File: config.mk
export PLATFORM = sky130hd
export DESIGN_NAME = robust_edf_admission_scheduler_top
export DESIGN_NICKNAME = d
export VERILOG_FILES = /design/src/sv/redf_pkg.sv /design/src/sv/robust_edf_admission_scheduler_top.sv /design/src/sv/redf_seq.sv
export SDC_FILE = /design/constraint.sdc
export NUM_CORES = 2
export LEC_CHECK = 0
export BUFFER_PORTS_ARGS = -buffer_cell sky130_fd_sc_hd__buf_4
export CORE_UTILIZATION = 60
export DETAILED_ROUTE_END_ITERATION = 12
export PLACE_DENSITY = 0.76
export SYNTH_ARGS = -nofsm -noshare
export SYNTH_HDL_FRONTEND = slang
export SYNTH_SLANG_ARGS = --single-unit
File: constraint.sdc
create_clock -name clk -period 30.9 [get_ports clk]
set_input_delay 3.09 -clock clk [delete_from_list [all_inputs] [get_ports clk]]
set_output_delay 3.09 -clock clk [all_outputs]
set_load 0.02 [all_outputs]
File: src/sv/redf_pkg.sv
`timescale 1ns / 1ps
package redf_pkg;

  localparam int NUM_SLOTS = 8;
  localparam int TASK_W    = 3;
  localparam int SETUP_W   = 34;
  localparam int PER_W     = 16;
  localparam int COST_W    = 16;
  localparam int LOAD_W    = 20;
  localparam int CNT_W     = 16;
  localparam int QLEN_W    = 4;
  localparam int ADDR_W    = 6;
  localparam int DATA_W    = 64;

  // Outcome counter slots.
  localparam int CNT_SUCC_HIGH = 0;
  localparam int CNT_SUCC_LOW  = 1;
  localparam int CNT_FAIL_HIGH = 2;
  localparam int CNT_FAIL_LOW  = 3;
  localparam int NUM_CNT       = 4;

  typedef enum logic [1:0] {
    PH_IDLE   = 2'd0,
    PH_READY  = 2'd1,
    PH_REJECT = 2'd2
  } phase_t;

  typedef enum logic [4:0] {
    S_IDLE,
    S_RET0,
    S_RET1,
    S_RET2,
    S_RM_LOOP,
    S_RM_A,
    S_RM_B,
    S_RI_LOOP,
    S_RI_A,
    S_INS_LOOP,
    S_INS_A,
    S_INS_B,
    S_INS_FIN,
    S_RA_RD,
    S_RA_CHK,
    S_RA_PICK,
    S_RA_ID,
    S_FL_RD,
    S_FL_CHK,
    S_FL_NEXT,
    S_RL_RD,
    S_RL_CHK,
    S_RL_NEXT,
    S_EV_LOOP,
    S_EV_A,
    S_EV_B,
    S_EV_W,
    S_RETURN,
    S_OUT,
    S_OUT_A,
    S_DONE
  } seq_state_t;

  // Where a queue insert or removal hands control back to.
  typedef enum logic [2:0] {
    RT_RETIRE,
    RT_READMIT,
    RT_READMIT_RM,
    RT_FAIL,
    RT_RELEASE,
    RT_EVICT
  } ret_t;

  typedef struct packed {
    logic                running_valid;
    logic [TASK_W-1:0]   running_task;
    logic [CNT_W-1:0]    succeeded_high;
    logic [CNT_W-1:0]    succeeded_low;
    logic [CNT_W-1:0]    failed_high;
    logic [CNT_W-1:0]    failed_low;
  } result_t;

  function automatic logic [PER_W-1:0] per_of(input logic [SETUP_W-1:0] s);
    per_of = s[PER_W-1:0];
  endfunction

  function automatic logic [COST_W-1:0] cost_of(input logic [SETUP_W-1:0] s);
    cost_of = s[PER_W+COST_W-1:PER_W];
  endfunction

  function automatic logic is_high(input logic [SETUP_W-1:0] s);
    is_high = s[PER_W+COST_W];
  endfunction

  function automatic logic is_present(input logic [SETUP_W-1:0] s);
    is_present = s[PER_W+COST_W+1];
  endfunction

  function automatic logic [LOAD_W-1:0] load_add(input logic [LOAD_W-1:0] a,
                                                 input logic [LOAD_W-1:0] b);
    logic [LOAD_W:0] s;
    s = {1'b0, a} + {1'b0, b};
    load_add = s[LOAD_W] ? {LOAD_W{1'b1}} : s[LOAD_W-1:0];
  endfunction

  function automatic logic [LOAD_W-1:0] load_sub(input logic [LOAD_W-1:0] a,
                                                 input logic [LOAD_W-1:0] b);
    load_sub = (a > b) ? (a - b) : '0;
  endfunction

  function automatic logic over(input logic [LOAD_W-1:0] load,
                                input logic [SETUP_W-1:0] s);
    over = load > LOAD_W'(per_of(s));
  endfunction

  function automatic logic [CNT_W-1:0] sat_inc(input logic [CNT_W-1:0] v);
    sat_inc = (v == {CNT_W{1'b1}}) ? v : v + CNT_W'(1);
  endfunction

endpackage

File: src/sv/robust_edf_admission_scheduler_top.sv
`timescale 1ns / 1ps
// Tick-driven earliest-deadline admission scheduler for up to eight periodic
// tasks of low or high criticality.
// Each beat on the in_ stream is one scheduler tick; in_tdata[0] says the job
// at the queue head has finished. Each tick yields exactly one beat on the
// out_ stream with the running task and the four saturating outcome counters.
// Task periods, costs and flags are written over the cfg_ APB port, one
// 34-bit register per task at byte address 8*i; the user must write them
// only while no tick is open, which the block itself does not enforce. A
// tick is worked through by a sequencer that reads, modifies and writes back
// a task record memory and a queue order memory, one access each per cycle.
// The failure and release scans visit each task slot with a read, a check
// and a next state, the re-admission scan with a read and a check state;
// every insert, removal and eviction pass runs a loop, a read and an update
// state for each queue entry it touches. The next tick is taken in the cycle
// after the result is handed to the output register, once the sequencer is idle.
// The result sits in an output register, so a new tick can be accepted while
// the previous result still waits; if the receiver stalls longer, the
// sequencer holds its finished result until the register frees up.
// Synchronous reset clears the configuration, time, queue and counters; task
// records read as idle until first written.
module robust_edf_admission_scheduler_top import redf_pkg::*; #(
  parameter int MAX_TASKS = 8,
  parameter int TIME_BITS = 32
) (
  input  logic              clk,
  input  logic              rst_n,
  input  logic              in_tvalid,
  output logic              in_tready,
  input  logic [7:0]        in_tdata,     // [0] job_done
  output logic              out_tvalid,
  input  logic              out_tready,
  // [2:0] running_task, [18:3] succeeded_high, [34:19] succeeded_low,
  // [50:35] failed_high, [66:51] failed_low, [71:67] zero
  output logic [71:0]       out_tdata,
  output logic [0:0]        out_tuser,    // [0] running_valid
  input  logic              cfg_psel,
  input  logic              cfg_penable,
  input  logic              cfg_pwrite,
  input  logic [ADDR_W-1:0] cfg_paddr,
  input  logic [DATA_W-1:0] cfg_pwdata,
  output logic [DATA_W-1:0] cfg_prdata,
  output logic              cfg_pready
);

  logic [SETUP_W-1:0] setup_r [NUM_SLOTS];
  logic               cfg_wr;
  logic [TASK_W-1:0]  cfg_idx;

  logic    seq_idle, res_valid, res_take;
  result_t res;
  logic    out_tvalid_r;
  result_t out_res_r;

  // Configuration registers.
  assign cfg_pready = 1'b1;
  assign cfg_idx    = cfg_paddr[ADDR_W-1:ADDR_W-TASK_W];
  assign cfg_wr     = cfg_psel && cfg_penable && cfg_pwrite;
  assign cfg_prdata = DATA_W'(setup_r[cfg_idx]);

  always_ff @(posedge clk) begin
    if (!rst_n) begin
      for (int n = 0; n < NUM_SLOTS; n++) begin
        setup_r[n] <= '0;
      end
    end else if (cfg_wr) begin
      setup_r[cfg_idx] <= cfg_pwdata[SETUP_W-1:0];
    end
  end

  redf_seq #(
    .MAX_TASKS (MAX_TASKS),
    .TIME_BITS (TIME_BITS)
  ) u_seq (
    .clk       (clk),
    .rst_n     (rst_n),
    .start     (in_tvalid && in_tready),
    .job_done  (in_tdata[0]),
    .setup     (setup_r),
    .idle      (seq_idle),
    .res_valid (res_valid),
    .res_take  (res_take),
    .res       (res)
  );

  assign in_tready = seq_idle;

  // The output register takes a finished result when it is empty or its
  // beat is leaving in the same cycle.
  assign res_take = res_valid && (!out_tvalid_r || out_tready);

  always_ff @(posedge clk) begin
    if (!rst_n) begin
      out_tvalid_r <= 1'b0;
    end else if (res_take) begin
      out_tvalid_r <= 1'b1;
    end else if (out_tready) begin
      out_tvalid_r <= 1'b0;
    end
  end

  always_ff @(posedge clk) begin
    if (res_take) begin
      out_res_r <= res;
    end
  end

  assign out_tvalid = out_tvalid_r;
  assign out_tuser  = out_res_r.running_valid;
  assign out_tdata  = {5'b0, out_res_r.failed_low, out_res_r.failed_high,
                       out_res_r.succeeded_low, out_res_r.succeeded_high,
                       out_res_r.running_task};

  // A tick is never accepted on two consecutive edges: the sequencer leaves
  // idle as soon as it takes one.
  a_one_tick_at_a_time: assert property (@(posedge clk) disable iff (!rst_n)
    (in_tvalid && in_tready) |=> !in_tready)
    else $error("tick accepted while sequencer busy");

  // An empty queue reports task index zero.
  a_idle_task_zero: assert property (@(posedge clk) disable iff (!rst_n)
    (out_tvalid && !out_tuser[0]) |-> (out_tdata[2:0] == 3'd0))
    else $error("nonzero task with no running job");

  // A result handed over always shows up as a pending beat.
  a_result_lands: assert property (@(posedge clk) disable iff (!rst_n)
    res_take |=> out_tvalid)
    else $error("result lost at output register");

endmodule

File: src/sv/redf_seq.sv
`timescale 1ns / 1ps
module redf_seq import redf_pkg::*; #(
  parameter int MAX_TASKS = 8,
  parameter int TIME_BITS = 32
) (
  input  logic               clk,
  input  logic               rst_n,
  input  logic               start,
  input  logic               job_done,
  input  logic [SETUP_W-1:0] setup [NUM_SLOTS],
  output logic               idle,
  output logic               res_valid,
  input  logic               res_take,
  output result_t            res
);

  localparam int TW1 = TIME_BITS + 1;

  typedef struct packed {
    phase_t                phase;
    logic [TIME_BITS-1:0]  wake;
    logic [TIME_BITS-1:0]  dl;
    logic [LOAD_W-1:0]     load;
  } trec_t;

  function automatic logic [TIME_BITS-1:0] time_add(input logic [TIME_BITS-1:0] a,
                                                    input logic [PER_W-1:0] b);
    logic [TIME_BITS:0] s;
    s = TW1'(a) + TW1'(b);
    time_add = s[TIME_BITS] ? {TIME_BITS{1'b1}} : s[TIME_BITS-1:0];
  endfunction

  // Task record memory with per-entry valid bits, and the queue order memory.
  trec_t             tmem [NUM_SLOTS];
  logic              tvalid_r [NUM_SLOTS];
  trec_t             t_rd_r;
  logic              t_rv_r;
  logic [TASK_W-1:0] qmem [NUM_SLOTS];
  logic [TASK_W-1:0] q_rd_r;

  logic              t_we, q_we;
  logic [TASK_W-1:0] t_ra, t_wa, q_ra, q_wa, q_wd;
  trec_t             t_wd;
  trec_t             rec;

  seq_state_t           state_r, state_nxt;
  ret_t                 ret_r, ret_nxt;
  logic [TIME_BITS-1:0] t_r, t_nxt;
  logic [QLEN_W-1:0]    qlen_r, qlen_nxt;
  logic [CNT_W-1:0]     cnt_r [NUM_CNT];
  logic [CNT_W-1:0]     cnt_nxt [NUM_CNT];
  logic                 jd_r, jd_nxt;
  logic [QLEN_W-1:0]    i_r, i_nxt, k_r, k_nxt, pos_r, pos_nxt, llk_r, llk_nxt;
  logic [TASK_W-1:0]    id_r, id_nxt, e_r, e_nxt, head_r, head_nxt;
  logic [TASK_W-1:0]    hid_r, hid_nxt, lid_r, lid_nxt, llid_r, llid_nxt;
  logic                 hf_r, hf_nxt, lf_r, lf_nxt, llf_r, llf_nxt, ok_r, ok_nxt;
  logic [TIME_BITS-1:0] hdl_r, hdl_nxt, ldl_r, ldl_nxt, wake_r, wake_nxt, dl_r, dl_nxt;
  logic [COST_W-1:0]    c_r, c_nxt;
  logic [LOAD_W-1:0]    prev_r, prev_nxt;

  always_ff @(posedge clk) begin
    if (t_we) begin
      tmem[t_wa] <= t_wd;
    end
    if (q_we) begin
      qmem[q_wa] <= q_wd;
    end
    t_rd_r <= tmem[t_ra];
    q_rd_r <= qmem[q_ra];
  end

  always_ff @(posedge clk) begin
    if (!rst_n) begin
      for (int n = 0; n < NUM_SLOTS; n++) begin
        tvalid_r[n] <= 1'b0;
      end
      t_rv_r <= 1'b0;
    end else begin
      if (t_we) begin
        tvalid_r[t_wa] <= 1'b1;
      end
      t_rv_r <= tvalid_r[t_ra];
    end
  end

  assign rec = t_rv_r ? t_rd_r : '0;

  always_ff @(posedge clk) begin
    if (!rst_n) begin
      state_r <= S_IDLE;
      ret_r   <= RT_RETIRE;
      t_r     <= '0;
      qlen_r  <= '0;
      for (int n = 0; n < NUM_CNT; n++) begin
        cnt_r[n] <= '0;
      end
      head_r  <= '0;
    end else begin
      state_r <= state_nxt;
      ret_r   <= ret_nxt;
      t_r     <= t_nxt;
      qlen_r  <= qlen_nxt;
      for (int n = 0; n < NUM_CNT; n++) begin
        cnt_r[n] <= cnt_nxt[n];
      end
      head_r  <= head_nxt;
    end
  end

  always_ff @(posedge clk) begin
    jd_r   <= jd_nxt;
    i_r    <= i_nxt;
    k_r    <= k_nxt;
    pos_r  <= pos_nxt;
    llk_r  <= llk_nxt;
    id_r   <= id_nxt;
    e_r    <= e_nxt;
    hid_r  <= hid_nxt;
    lid_r  <= lid_nxt;
    llid_r <= llid_nxt;
    hf_r   <= hf_nxt;
    lf_r   <= lf_nxt;
    llf_r  <= llf_nxt;
    ok_r   <= ok_nxt;
    hdl_r  <= hdl_nxt;
    ldl_r  <= ldl_nxt;
    wake_r <= wake_nxt;
    dl_r   <= dl_nxt;
    c_r    <= c_nxt;
    prev_r <= prev_nxt;
  end

  always_comb begin
    logic [LOAD_W-1:0] nl;
    logic              okf;
    trec_t             w;
    state_nxt = state_r;
    ret_nxt   = ret_r;
    t_nxt     = t_r;
    qlen_nxt  = qlen_r;
    for (int n = 0; n < NUM_CNT; n++) begin
      cnt_nxt[n] = cnt_r[n];
    end
    jd_nxt   = jd_r;
    i_nxt    = i_r;
    k_nxt    = k_r;
    pos_nxt  = pos_r;
    llk_nxt  = llk_r;
    id_nxt   = id_r;
    e_nxt    = e_r;
    head_nxt = head_r;
    hid_nxt  = hid_r;
    lid_nxt  = lid_r;
    llid_nxt = llid_r;
    hf_nxt   = hf_r;
    lf_nxt   = lf_r;
    llf_nxt  = llf_r;
    ok_nxt   = ok_r;
    hdl_nxt  = hdl_r;
    ldl_nxt  = ldl_r;
    wake_nxt = wake_r;
    dl_nxt   = dl_r;
    c_nxt    = c_r;
    prev_nxt = prev_r;
    t_we = 1'b0;
    t_wa = '0;
    t_wd = rec;
    t_ra = '0;
    q_we = 1'b0;
    q_wa = '0;
    q_wd = '0;
    q_ra = '0;
    nl   = '0;
    okf  = 1'b0;
    w    = rec;
    idle      = 1'b0;
    res_valid = 1'b0;

    case (state_r)
      S_IDLE: begin
        idle = 1'b1;
        if (start) begin
          jd_nxt    = job_done;
          state_nxt = S_RET0;
        end
      end

      // Retirement of the head job.
      S_RET0: begin
        if (jd_r && qlen_r != '0) begin
          q_ra      = '0;
          state_nxt = S_RET1;
        end else begin
          i_nxt     = '0;
          state_nxt = S_FL_RD;
        end
      end
      S_RET1: begin
        id_nxt    = q_rd_r;
        t_ra      = q_rd_r;
        state_nxt = S_RET2;
      end
      S_RET2: begin
        if (is_high(setup[id_r])) begin
          cnt_nxt[CNT_SUCC_HIGH] = sat_inc(cnt_r[CNT_SUCC_HIGH]);
        end else begin
          cnt_nxt[CNT_SUCC_LOW] = sat_inc(cnt_r[CNT_SUCC_LOW]);
        end
        w.phase   = PH_IDLE;
        w.wake    = time_add(rec.wake, per_of(setup[id_r]));
        t_we      = 1'b1;
        t_wa      = id_r;
        t_wd      = w;
        k_nxt     = QLEN_W'(1);
        c_nxt     = cost_of(setup[id_r]);
        ok_nxt    = 1'b1;
        ret_nxt   = RT_RETIRE;
        state_nxt = S_RM_LOOP;
      end

      // Removal: shift later entries down and take the cost off their loads.
      S_RM_LOOP: begin
        if (k_r < qlen_r) begin
          q_ra      = k_r[TASK_W-1:0];
          state_nxt = S_RM_A;
        end else begin
          qlen_nxt  = qlen_r - QLEN_W'(1);
          state_nxt = S_RETURN;
        end
      end
      S_RM_A: begin
        e_nxt     = q_rd_r;
        t_ra      = q_rd_r;
        q_we      = 1'b1;
        q_wa      = TASK_W'(k_r - QLEN_W'(1));
        q_wd      = q_rd_r;
        state_nxt = S_RM_B;
      end
      S_RM_B: begin
        nl     = load_sub(rec.load, LOAD_W'(c_r));
        w.load = nl;
        t_we   = 1'b1;
        t_wa   = e_r;
        t_wd   = w;
        if (over(nl, setup[e_r])) begin
          ok_nxt = 1'b0;
        end
        k_nxt     = k_r + QLEN_W'(1);
        state_nxt = S_RM_LOOP;
      end

      // Removal by task: find its queue position first.
      S_RI_LOOP: begin
        if (k_r < qlen_r) begin
          q_ra      = k_r[TASK_W-1:0];
          state_nxt = S_RI_A;
        end else begin
          state_nxt = S_RETURN;
        end
      end
      S_RI_A: begin
        k_nxt = k_r + QLEN_W'(1);
        if (q_rd_r == id_r) begin
          c_nxt     = cost_of(setup[id_r]);
          ok_nxt    = 1'b1;
          state_nxt = S_RM_LOOP;
        end else begin
          state_nxt = S_RI_LOOP;
        end
      end

      // Insertion from the tail, shifting later-deadline entries up.
      S_INS_LOOP: begin
        if (pos_r != '0) begin
          q_ra      = TASK_W'(pos_r - QLEN_W'(1));
          state_nxt = S_INS_A;
        end else begin
          prev_nxt  = '0;
          state_nxt = S_INS_FIN;
        end
      end
      S_INS_A: begin
        e_nxt     = q_rd_r;
        t_ra      = q_rd_r;
        state_nxt = S_INS_B;
      end
      S_INS_B: begin
        if (dl_r < rec.dl) begin
          nl     = load_add(rec.load, LOAD_W'(c_r));
          w.load = nl;
          t_we   = 1'b1;
          t_wa   = e_r;
          t_wd   = w;
          if (over(nl, setup[e_r])) begin
            ok_nxt = 1'b0;
          end
          q_we      = 1'b1;
          q_wa      = pos_r[TASK_W-1:0];
          q_wd      = e_r;
          pos_nxt   = pos_r - QLEN_W'(1);
          state_nxt = S_INS_LOOP;
        end else begin
          prev_nxt  = rec.load;
          state_nxt = S_INS_FIN;
        end
      end
      S_INS_FIN: begin
        nl     = load_add(LOAD_W'(c_r), prev_r);
        okf    = ok_r && !over(nl, setup[id_r]);
        w.wake = wake_r;
        w.dl   = dl_r;
        w.load = nl;
        w.phase = (ret_r == RT_READMIT && !okf) ? PH_REJECT : PH_READY;
        t_we      = 1'b1;
        t_wa      = id_r;
        t_wd      = w;
        q_we      = 1'b1;
        q_wa      = pos_r[TASK_W-1:0];
        q_wd      = id_r;
        qlen_nxt  = qlen_r + QLEN_W'(1);
        ok_nxt    = okf;
        state_nxt = S_RETURN;
      end

      S_RETURN: begin
        case (ret_r)
          RT_RETIRE: begin
            i_nxt = '0;
            if (ok_r) begin
              hf_nxt    = 1'b0;
              lf_nxt    = 1'b0;
              state_nxt = S_RA_RD;
            end else begin
              state_nxt = S_FL_RD;
            end
          end
          RT_READMIT: begin
            if (ok_r) begin
              i_nxt     = '0;
              state_nxt = S_FL_RD;
            end else begin
              ret_nxt   = RT_READMIT_RM;
              k_nxt     = '0;
              state_nxt = S_RI_LOOP;
            end
          end
          RT_READMIT_RM: begin
            i_nxt     = '0;
            state_nxt = S_FL_RD;
          end
          RT_FAIL: begin
            state_nxt = S_FL_NEXT;
          end
          RT_RELEASE, RT_EVICT: begin
            k_nxt     = '0;
            llf_nxt   = 1'b0;
            state_nxt = S_EV_LOOP;
          end
          default: begin
            state_nxt = S_IDLE;
          end
        endcase
      end

      // Re-admission: latest-deadline rejected task, high criticality first.
      S_RA_RD: begin
        t_ra      = i_r[TASK_W-1:0];
        state_nxt = S_RA_CHK;
      end
      S_RA_CHK: begin
        if (rec.phase == PH_REJECT) begin
          if (is_high(setup[i_r[TASK_W-1:0]])) begin
            if (!hf_r || rec.dl > hdl_r) begin
              hf_nxt  = 1'b1;
              hid_nxt = i_r[TASK_W-1:0];
              hdl_nxt = rec.dl;
            end
          end else begin
            if (!lf_r || rec.dl > ldl_r) begin
              lf_nxt  = 1'b1;
              lid_nxt = i_r[TASK_W-1:0];
              ldl_nxt = rec.dl;
            end
          end
        end
        i_nxt = i_r + QLEN_W'(1);
        if (i_r + QLEN_W'(1) < QLEN_W'(MAX_TASKS)) begin
          state_nxt = S_RA_RD;
        end else begin
          state_nxt = S_RA_PICK;
        end
      end
      S_RA_PICK: begin
        if (hf_r) begin
          id_nxt    = hid_r;
          t_ra      = hid_r;
          state_nxt = S_RA_ID;
        end else if (lf_r) begin
          id_nxt    = lid_r;
          t_ra      = lid_r;
          state_nxt = S_RA_ID;
        end else begin
          i_nxt     = '0;
          state_nxt = S_FL_RD;
        end
      end
      S_RA_ID: begin
        wake_nxt  = rec.wake;
        dl_nxt    = rec.dl;
        ret_nxt   = RT_READMIT;
        pos_nxt   = qlen_r;
        c_nxt     = cost_of(setup[id_r]);
        ok_nxt    = 1'b1;
        state_nxt = S_INS_LOOP;
      end

      // Deadline misses.
      S_FL_RD: begin
        t_ra      = i_r[TASK_W-1:0];
        state_nxt = S_FL_CHK;
      end
      S_FL_CHK: begin
        if ((rec.phase == PH_READY || rec.phase == PH_REJECT) && t_r > rec.dl) begin
          if (is_high(setup[i_r[TASK_W-1:0]])) begin
            cnt_nxt[CNT_FAIL_HIGH] = sat_inc(cnt_r[CNT_FAIL_HIGH]);
          end else begin
            cnt_nxt[CNT_FAIL_LOW] = sat_inc(cnt_r[CNT_FAIL_LOW]);
          end
          w.phase = PH_IDLE;
          w.wake  = time_add(rec.wake, per_of(setup[i_r[TASK_W-1:0]]));
          t_we    = 1'b1;
          t_wa    = i_r[TASK_W-1:0];
          t_wd    = w;
          if (rec.phase == PH_READY) begin
            id_nxt    = i_r[TASK_W-1:0];
            ret_nxt   = RT_FAIL;
            k_nxt     = '0;
            state_nxt = S_RI_LOOP;
          end else begin
            state_nxt = S_FL_NEXT;
          end
        end else begin
          state_nxt = S_FL_NEXT;
        end
      end
      S_FL_NEXT: begin
        if (i_r + QLEN_W'(1) < QLEN_W'(MAX_TASKS)) begin
          i_nxt     = i_r + QLEN_W'(1);
          state_nxt = S_FL_RD;
        end else begin
          i_nxt     = '0;
          state_nxt = S_RL_RD;
        end
      end

      // Release of due tasks.
      S_RL_RD: begin
        t_ra      = i_r[TASK_W-1:0];
        state_nxt = S_RL_CHK;
      end
      S_RL_CHK: begin
        if (is_present(setup[i_r[TASK_W-1:0]]) && rec.phase == PH_IDLE && t_r >= rec.wake)
        begin
          id_nxt    = i_r[TASK_W-1:0];
          wake_nxt  = rec.wake;
          dl_nxt    = time_add(rec.wake, per_of(setup[i_r[TASK_W-1:0]]));
          ret_nxt   = RT_RELEASE;
          pos_nxt   = qlen_r;
          c_nxt     = cost_of(setup[i_r[TASK_W-1:0]]);
          ok_nxt    = 1'b1;
          state_nxt = S_INS_LOOP;
        end else begin
          state_nxt = S_RL_NEXT;
        end
      end
      S_RL_NEXT: begin
        if (i_r + QLEN_W'(1) < QLEN_W'(MAX_TASKS)) begin
          i_nxt     = i_r + QLEN_W'(1);
          state_nxt = S_RL_RD;
        end else begin
          state_nxt = S_OUT;
        end
      end

      // Eviction: stop at the first overload; reject it or the last low before.
      S_EV_LOOP: begin
        if (k_r < qlen_r) begin
          q_ra      = k_r[TASK_W-1:0];
          state_nxt = S_EV_A;
        end else begin
          state_nxt = S_RL_NEXT;
        end
      end
      S_EV_A: begin
        e_nxt     = q_rd_r;
        t_ra      = q_rd_r;
        state_nxt = S_EV_B;
      end
      S_EV_B: begin
        if (over(rec.load, setup[e_r])) begin
          if (!is_high(setup[e_r]) || !llf_r) begin
            w.phase   = PH_REJECT;
            t_we      = 1'b1;
            t_wa      = e_r;
            t_wd      = w;
            id_nxt    = e_r;
            c_nxt     = cost_of(setup[e_r]);
            k_nxt     = k_r + QLEN_W'(1);
            ok_nxt    = 1'b1;
            ret_nxt   = RT_EVICT;
            state_nxt = S_RM_LOOP;
          end else begin
            id_nxt    = llid_r;
            t_ra      = llid_r;
            state_nxt = S_EV_W;
          end
        end else begin
          if (!is_high(setup[e_r])) begin
            llf_nxt  = 1'b1;
            llk_nxt  = k_r;
            llid_nxt = e_r;
          end
          k_nxt     = k_r + QLEN_W'(1);
          state_nxt = S_EV_LOOP;
        end
      end
      S_EV_W: begin
        w.phase   = PH_REJECT;
        t_we      = 1'b1;
        t_wa      = id_r;
        t_wd      = w;
        c_nxt     = cost_of(setup[id_r]);
        k_nxt     = llk_r + QLEN_W'(1);
        ok_nxt    = 1'b1;
        ret_nxt   = RT_EVICT;
        state_nxt = S_RM_LOOP;
      end

      // End of tick: advance time and fetch the head for the result.
      S_OUT: begin
        if (t_r != {TIME_BITS{1'b1}}) begin
          t_nxt = t_r + TIME_BITS'(1);
        end
        if (qlen_r != '0) begin
          q_ra      = '0;
          state_nxt = S_OUT_A;
        end else begin
          head_nxt  = '0;
          state_nxt = S_DONE;
        end
      end
      S_OUT_A: begin
        head_nxt  = q_rd_r;
        state_nxt = S_DONE;
      end
      S_DONE: begin
        res_valid = 1'b1;
        if (res_take) begin
          state_nxt = S_IDLE;
        end
      end
      default: begin
        state_nxt = S_IDLE;
      end
    endcase
  end

  assign res.running_valid  = (qlen_r != '0);
  assign res.running_task   = head_r;
  assign res.succeeded_high = cnt_r[CNT_SUCC_HIGH];
  assign res.succeeded_low  = cnt_r[CNT_SUCC_LOW];
  assign res.failed_high    = cnt_r[CNT_FAIL_HIGH];
  assign res.failed_low     = cnt_r[CNT_FAIL_LOW];

endmodule

## Yosys cells after proc, flatten, opt, wreduce, memory -nomap -nowiden

Memory sizes are Yosys's and may differ from the RTL's. A register that Yosys moved wholly into a read port is not among the register bits.
Index checks and enable logic that the tools add are counted.

- Mux-type cells: 175
- Reductions and logical operators: 76
- Equal/unequal tests: 80
- Bitwise logic cells: 11
- Add/subtract/negate cells: 17
- Order comparisons: 17

Operator list:

| kind | count |
|---|---|
| $pmux W86 S7 | 1 |
| $bmux W34 S3 | 4 |
| $mux W86 | 4 |
| $bwmux W272 | 1 |
| $mux W16 | 16 |
| $mux W32 | 7 |
| $mux W34 | 5 |
| $pmux W5 S29 | 1 |
| $mux W33 | 4 |
| $pmux W32 S2 | 2 |
| $mux W20 | 6 |
| $demux W34 S3 | 1 |
| $gt A20 B16 Y1 | 5 |
| $gt A32 B32 Y1 | 3 |
| $mux W3 | 30 |
| $eq A5 B5 Y1 const B | 15 |
| $add A32 B16 Y33 | 2 |
| $mux W5 | 13 |
| $add A16 B1 Y16 const B | 4 |
| $eq A16 B16 Y1 const B | 4 |
| $mux W4 | 16 |
| $pmux W16 S4 | 1 |
| $pmux W4 S6 | 2 |
| $eq A5 B4 Y1 const B | 8 |
| other kinds (68) | 221 |

- Memory bits (writable): 784
- Word-level logic and storage cells: 420
- Memories kept: 4
- Bits in registers: 588

Memory list:

| memory | words | width | read ports | clocked after memory_dff | write ports | line | source |
|---|---|---|---|---|---|---|---|
| u_seq.tmem | 8 | 86 | 1 | 1 | 1 | redf_seq.sv:34 | `trec_t tmem [NUM_SLOTS];` |
| u_seq.cnt_r | 4 | 16 | 4 | 0 | 4 | redf_seq.sv:50 | `logic [CNT_W-1:0] cnt_r [NUM_CNT];` |
| u_seq.qmem | 8 | 3 | 1 | 1 | 1 | redf_seq.sv:38 | `logic [TASK_W-1:0] qmem [NUM_SLOTS];` |
| u_seq.tvalid_r | 8 | 1 | 1 | 1 | 8 | redf_seq.sv:35 | `logic tvalid_r [NUM_SLOTS];` |

## Logic depth before layout (Yosys ltp)

- Word-level depth: 14
- Depth in mapped cells: 28
- Mapped depth without buffers: 22

## Modules after synthesis

Synthesis repeated with hierarchy kept, for this count alone.

- Cells, all modules: 6,577
- Area, all modules: 75,981.6 um^2

Modules (own cells, without submodules):

| module | cells each | instances | area each (um^2) |
|---|---|---|---|
| redf_seq | 5,413 | 1 | 61,511.5 |
| robust_edf_admission_scheduler_top | 1,164 | 1 | 14,470.1 |

## Worst setup path before layout

Ideal clock, no wire load.

- Kind: flip-flop to flip-flop
- Start: register u_seq.e_r[0]
- End: memory u_seq.tmem[3][0] in the netlist's numbering (enable)
- Clock period less this slack: 11,161 ps
- Arrival: 10,501 ps
- Path slack: 19,739 ps
- Data required time: 30,240 ps
- Cell stages (with the launch flop): 16
- Buffers on the path: 4
- Path through: edfxtp_1 buf_4 buf_1 buf_1 mux4_2 mux2i_1 ha_1 nand4_1 or3_1 nor3_1 nand2_1 o21a_1 buf_4 a21o_1 a221o_1 a211oi_1

- Word-level cells in the longest chain between the ends: 11
- Elaborated cells between the ends (all ways): 16
- Those cells by class: order compare (1); mux (12); bitwise (1); reduce/logical (2)

Ends and longest elaborated chain:

| element | line | source |
|---|---|---|
| start, declared | redf_seq.sv:54 | `logic [TASK_W-1:0] id_r, id_nxt, e_r, e_nxt, head_r, head_nxt;` |
| start signal, assigned | redf_seq.sv:117 | `e_r <= e_nxt;` |
| branches (longest 11 deep; another with $gt A20 B16 Y1) | -- |  |
| end, declared | redf_seq.sv:34 |  |

Parallel ways; which one is timed is not known. The select of a mux whose other input is x is not followed.

## Worst setup path after layout

- Start: register u_seq.e_r[0]
- End: register u_seq.t_rd_r[37] (netlist name)

- Word-level cells in the longest chain between the ends: 9
- Elaborated cells between the ends (all ways): 10
- Those cells by class: order compare (1); mux (6); bitwise (1); reduce/logical (2)

Ends and longest elaborated chain:

| element | line | source |
|---|---|---|
| $not A3 Y4 (not written as such) * | redf_seq.sv:500, redf_seq.sv:501 |  |
| $bmux W34 S3 * | redf_seq.sv:500, redf_seq.sv:501 |  |
| $mux W33 (not written as such) * (2 in series) | redf_seq.sv:500 | `if (over(rec.load, setup[e_r])) begin` |
| branches (longest 3 deep; another with $gt A20 B16 Y1) | -- |  |
| $mux W3 * | redf_seq.sv:500 |  |
| $pmux W3 S4 * | redf_seq.sv:179 | `case (state_r)` |

Every way passes the cells marked *. The select of a mux whose other input is x is not followed.
A chain may end at the register's enable or synchronous reset.

==> reports/results.tsv <==
stage	metric	value	unit
sta	Final Setup Violations	0	
synth	ys async rst share	0	
hold_path	Hold Path Class	flip-flop to flip-flop	
worst_setup_path	crit-path cells	buf_4 > buf_4 > mux4_2 > mux2i_1 > ha_1 > nor2b_1 > o211ai_1 > a21o_1 > a31oi_1 > o21a_1 > a31o_4 > buf_12 > buf_4 > mux2_2 > o221ai_1 > a22oi_1	
power_and_ir_drop	combinational group share of total power	0.277	
sta	Max Slew Vio Count	0	
worst_setup_path	required time of the worst setup path	31.50	ns
global_route	first-pass GRT wire length	332000	um
die	num rows	129	
place	Port Buf Inserts	148	
power_and_ir_drop	Net Switching	1.98	mW
die	die area	127000	um2
worst_setup_path	CP startpoint kind	flip-flop	
worst_setup_path	Crit Path Category	flip-flop to flip-flop	
detailed_routing	Total Routed Length	222000	um
die	die width	356	um
power_and_ir_drop	peak supply drop	0.0000588	V
detailed_routing	Initial DRC Count	7817	
clocking	CTS Sinks	1462	
power_and_ir_drop	Leak	29.8	nW
final_layout	Multi-input gate area	33500	um2
power_and_ir_drop	sequential share of power	0.410	
sta	setup TNS	0	ns
place	RePlAce Congestion	0.991	
synth	Post-synth EDFFs	980	
clocking	post-cts sizing count	0	
worst_setup_path	CP max stage delay	0.91	ns
clocking	clk_lat worst skew	0.81	ns
synth	synthesized area	75400	um2
clocking	Post-CTS Setup Inserts	0	
detailed_routing	1st-pass router iterations	7	
synth	post-synthesis register bit count	1462	
final_layout	fillers	9149	
status	status	finished clean	
worst_setup_path	CP max stage cell	buf_4	
synth	number of library cell types mapped by synthesis	91	
global_route	all-layer global routing usage	0.344	
final_layout	area added between synthesis and finish	9.39	%
die	Die Height	356	um
global_route	gr ovfl total	0	
job	Max Cap Viol	0	
detailed_routing	post-DR vias/cell	6.77	
sta	Least-Margin Pin Slew	1.34	ns
detailed_routing	DRC viols	0	
power_and_ir_drop	Clock Power Share	0.314	
clocking	Clock transition at path regs	0.06	ns
clocking	TritonCTS Buffers	152	
sta	min cycle time layout	8.23	ns
die	Top Ports	225	
sta	ratio of final minimum period to clock period	0.266	
worst_setup_path	CP max FO	157	
final_layout	Final #Nets	7082	
clocking	H-tree levels	4	
place	DP HPWL	139000	um
sta	unrepaired setup endpoints after global routing	no	
synth	sequential fraction of the synthesis area	0.519	
sta	skew final	0.0384	ns
detailed_routing	Vias	57129	
die	starting density of the core	0.607	
global_route	vias in the first global route	55012	
clocking	TritonCTS clock tree	built	
global_route	initial antenna violation count	9	
clocking	hold-fix buffer count after cts	0	
synth	Mapped Avg Cell Area	11.2	um2
synth	cells after synthesis	6701	
power_and_ir_drop	P_int	3.93	mW
final_layout	register area	39100	um2
detailed_routing	routed len/inst	26.3	um
synth	Ys Warns	0	
clocking	maximum clock insertion buffer count	3	
die	core area	124000	um2
sta	Max-slew headroom	0.0785	
worst_setup_path	Worst setup EP type	flip-flop	
detailed_routing	Final ANT Viol Nets	0	
worst_setup_path	most used cell, CP	buf_4	
sta	endpoints failing hold	0	
synth	ys flop type	edfxtp_1	
global_route	largest net degree at the start of global routing	174	
clocking	Root Driver	clkbuf_16	
power_and_ir_drop	sw frac	0.335	
power_and_ir_drop	Pwr Total	5.91	mW
power_and_ir_drop	pwr dens	71.7	nW/um2
worst_setup_path	CP Data Arrival Time	8.83	ns
final_layout	ratio of cells with drive above 1 in the final layout	0.120	
sta	f_max	121	MHz
power by group through the flow:
| stage | logic (mW) | registers, mW | clock network (mW) |
|---|---|---|---|
| after floorplan | 1.18 | 2.38 | 0 |
| after global placement | 1.55 | 2.45 | 0 |
| after detailed placement | 1.58 | 2.45 | 0 |
| after CTS | 1.60 | 2.41 | 1.86 |
| after global routing | 1.76 | 2.42 | 1.94 |
| final | 1.64 | 2.42 | 1.85 |
registers in the layout, indices dropped and copies added (netlist names), 4 cells and up:
name            count
out_tdata          67
setup_r           272
u_seq.c_r          16
u_seq.cnt_r        64
u_seq.dl_r         32
u_seq.hdl_r        32
u_seq.i_r           4
u_seq.k_r           4
u_seq.ldl_r        32
u_seq.llk_r         4
u_seq.pos_r         4
u_seq.prev_r       20
u_seq.qlen_r        4
u_seq.qmem         24
u_seq.state_r       5
u_seq.t_r          32
u_seq.t_rd_r       86
u_seq.tmem        688
u_seq.tvalid_r      8
u_seq.wake_r       32
layout make-up:
cell class,instances,share of cell area
multi-input combinational,4578,0.406
timing repair buffer,251,0.0232
clock inverter,68,0.0107
inverter,224,0.0103
clock buffer,208,0.0506
sequential,1462,0.474
tap,1637,0.0248
antenna,8,0.000243
stage by stage:
stage | util | std cells | hold slack, ns | setup slack (ns) | instance area (um2)
3_5_place_dp | 0.623 | 8152 | 0.425 | 22.81 | 77400
4_1_cts | 0.664 | 8428 | 0.438 | 22.75 | 82400
6_report | 0.664 | 8436 | 0.436 | 22.67 | 82400
2_1_floorplan | - | 6735 | 0.409 | 19.74 | 75500
3_3_place_gp | 0.623 | 8152 | 0.426 | 22.88 | 77400
5_1_grt | 0.664 | 8431 | 0.452 | 22.34 | 82400
cell families (layout without fill, tap and decap cells):
kind of cell               after synthesis  after routing  synth area share
adders and majority gates              328            328            0.0551
and+or+nand+nor                       1808           1808             0.108
xor gates and xnor gates               153            153            0.0178
AOI/OAI and AO/OA                     1615           1615             0.139
other                                    2             44         0.0000997
muxes                                  638            638             0.120
buffers and inverters                  695            751            0.0414
DFF                                   1462           1462             0.519
worst max-delay path, delay by kind of cell (launching register included):
kind | cells | cell delay (ns)
AO/OA/AOI/OAI | 7 | 2.38
flip-flops | 1 | 0.48
buffers and inverters | 4 | 2.91
multiplexers | 3 | 1.61
AND/OR/NAND/NOR | 1 | 0.13
adder cells (fa/ha/maj) | 1 | 0.24
per-layer routing:
metal  global-route usage  up-vias  wire [um]
met5                    0        -         44
met1                0.442    27853      81800
li1                     -    25043          -
met2                0.544     3425     103000
met3               0.0649      802      22700
met4                0.206        6      14200
cell usage after synthesis, drive strengths merged (27+ instances only):
master,count,area [um2]
nand4,103,644
o211ai,49,368
dfxtp,482,9650
nand2b,35,219
xor2,74,648
nand2,910,3420
and3,41,262
xnor2,79,692
o221ai,120,1050
and2,63,394
o21ai,303,1520
ha,322,4030
buf,190,1210
a22oi,192,1440
nor2b,27,171
edfxtp,980,29400
a21oi,499,2500
a21o,92,691
o21a,93,698
nor2,290,1090
a31oi,33,219
mux4,200,4500
clkbuf,281,1070
nand3,105,526
mux2,112,1260
mux2i,326,3270
or3,32,200
o22ai,36,225
inv,224,841
nor3,119,606
layout by cell type, fill, tap and decap left out, types with 69 or more instances in the layout:
cell	instances
edfxtp_1	980
nand2_1	908
a21oi_1	497
dfxtp_1	481
mux2i_1	325
ha_1	322
nor2_1	284
buf_4	249
o21ai_0	241
inv_1	221
mux4_2	200
a22oi_1	192
clkbuf_16	152
o221ai_1	120
nor3_1	110
nand3_1	105
nand4_1	103
o21a_1	93
a21o_1	92
xnor2_1	79
xor2_1	74
mux2_2	69
worst paths after layout:
check | start | to | slack (ns) | cells past startpoint
max | u_seq.e_r[0]$_DFFE_PP_ | u_seq.t_rd_r[37]$_DFF_P_ | 22.67 | 16
min | u_seq.head_r[2]$_SDFFE_PN0P_ | out_tdata[2]$_DFFE_PP_ | 0.44 | 0
max reg2reg | u_seq.e_r[0]$_DFFE_PP_ | u_seq.t_rd_r[37]$_DFF_P_ | 22.67 | 16
min reg2reg | u_seq.head_r[2]$_SDFFE_PN0P_ | out_tdata[2]$_DFFE_PP_ | 0.44 | 0
No activity file was read; power rests on OpenSTA's default activity.
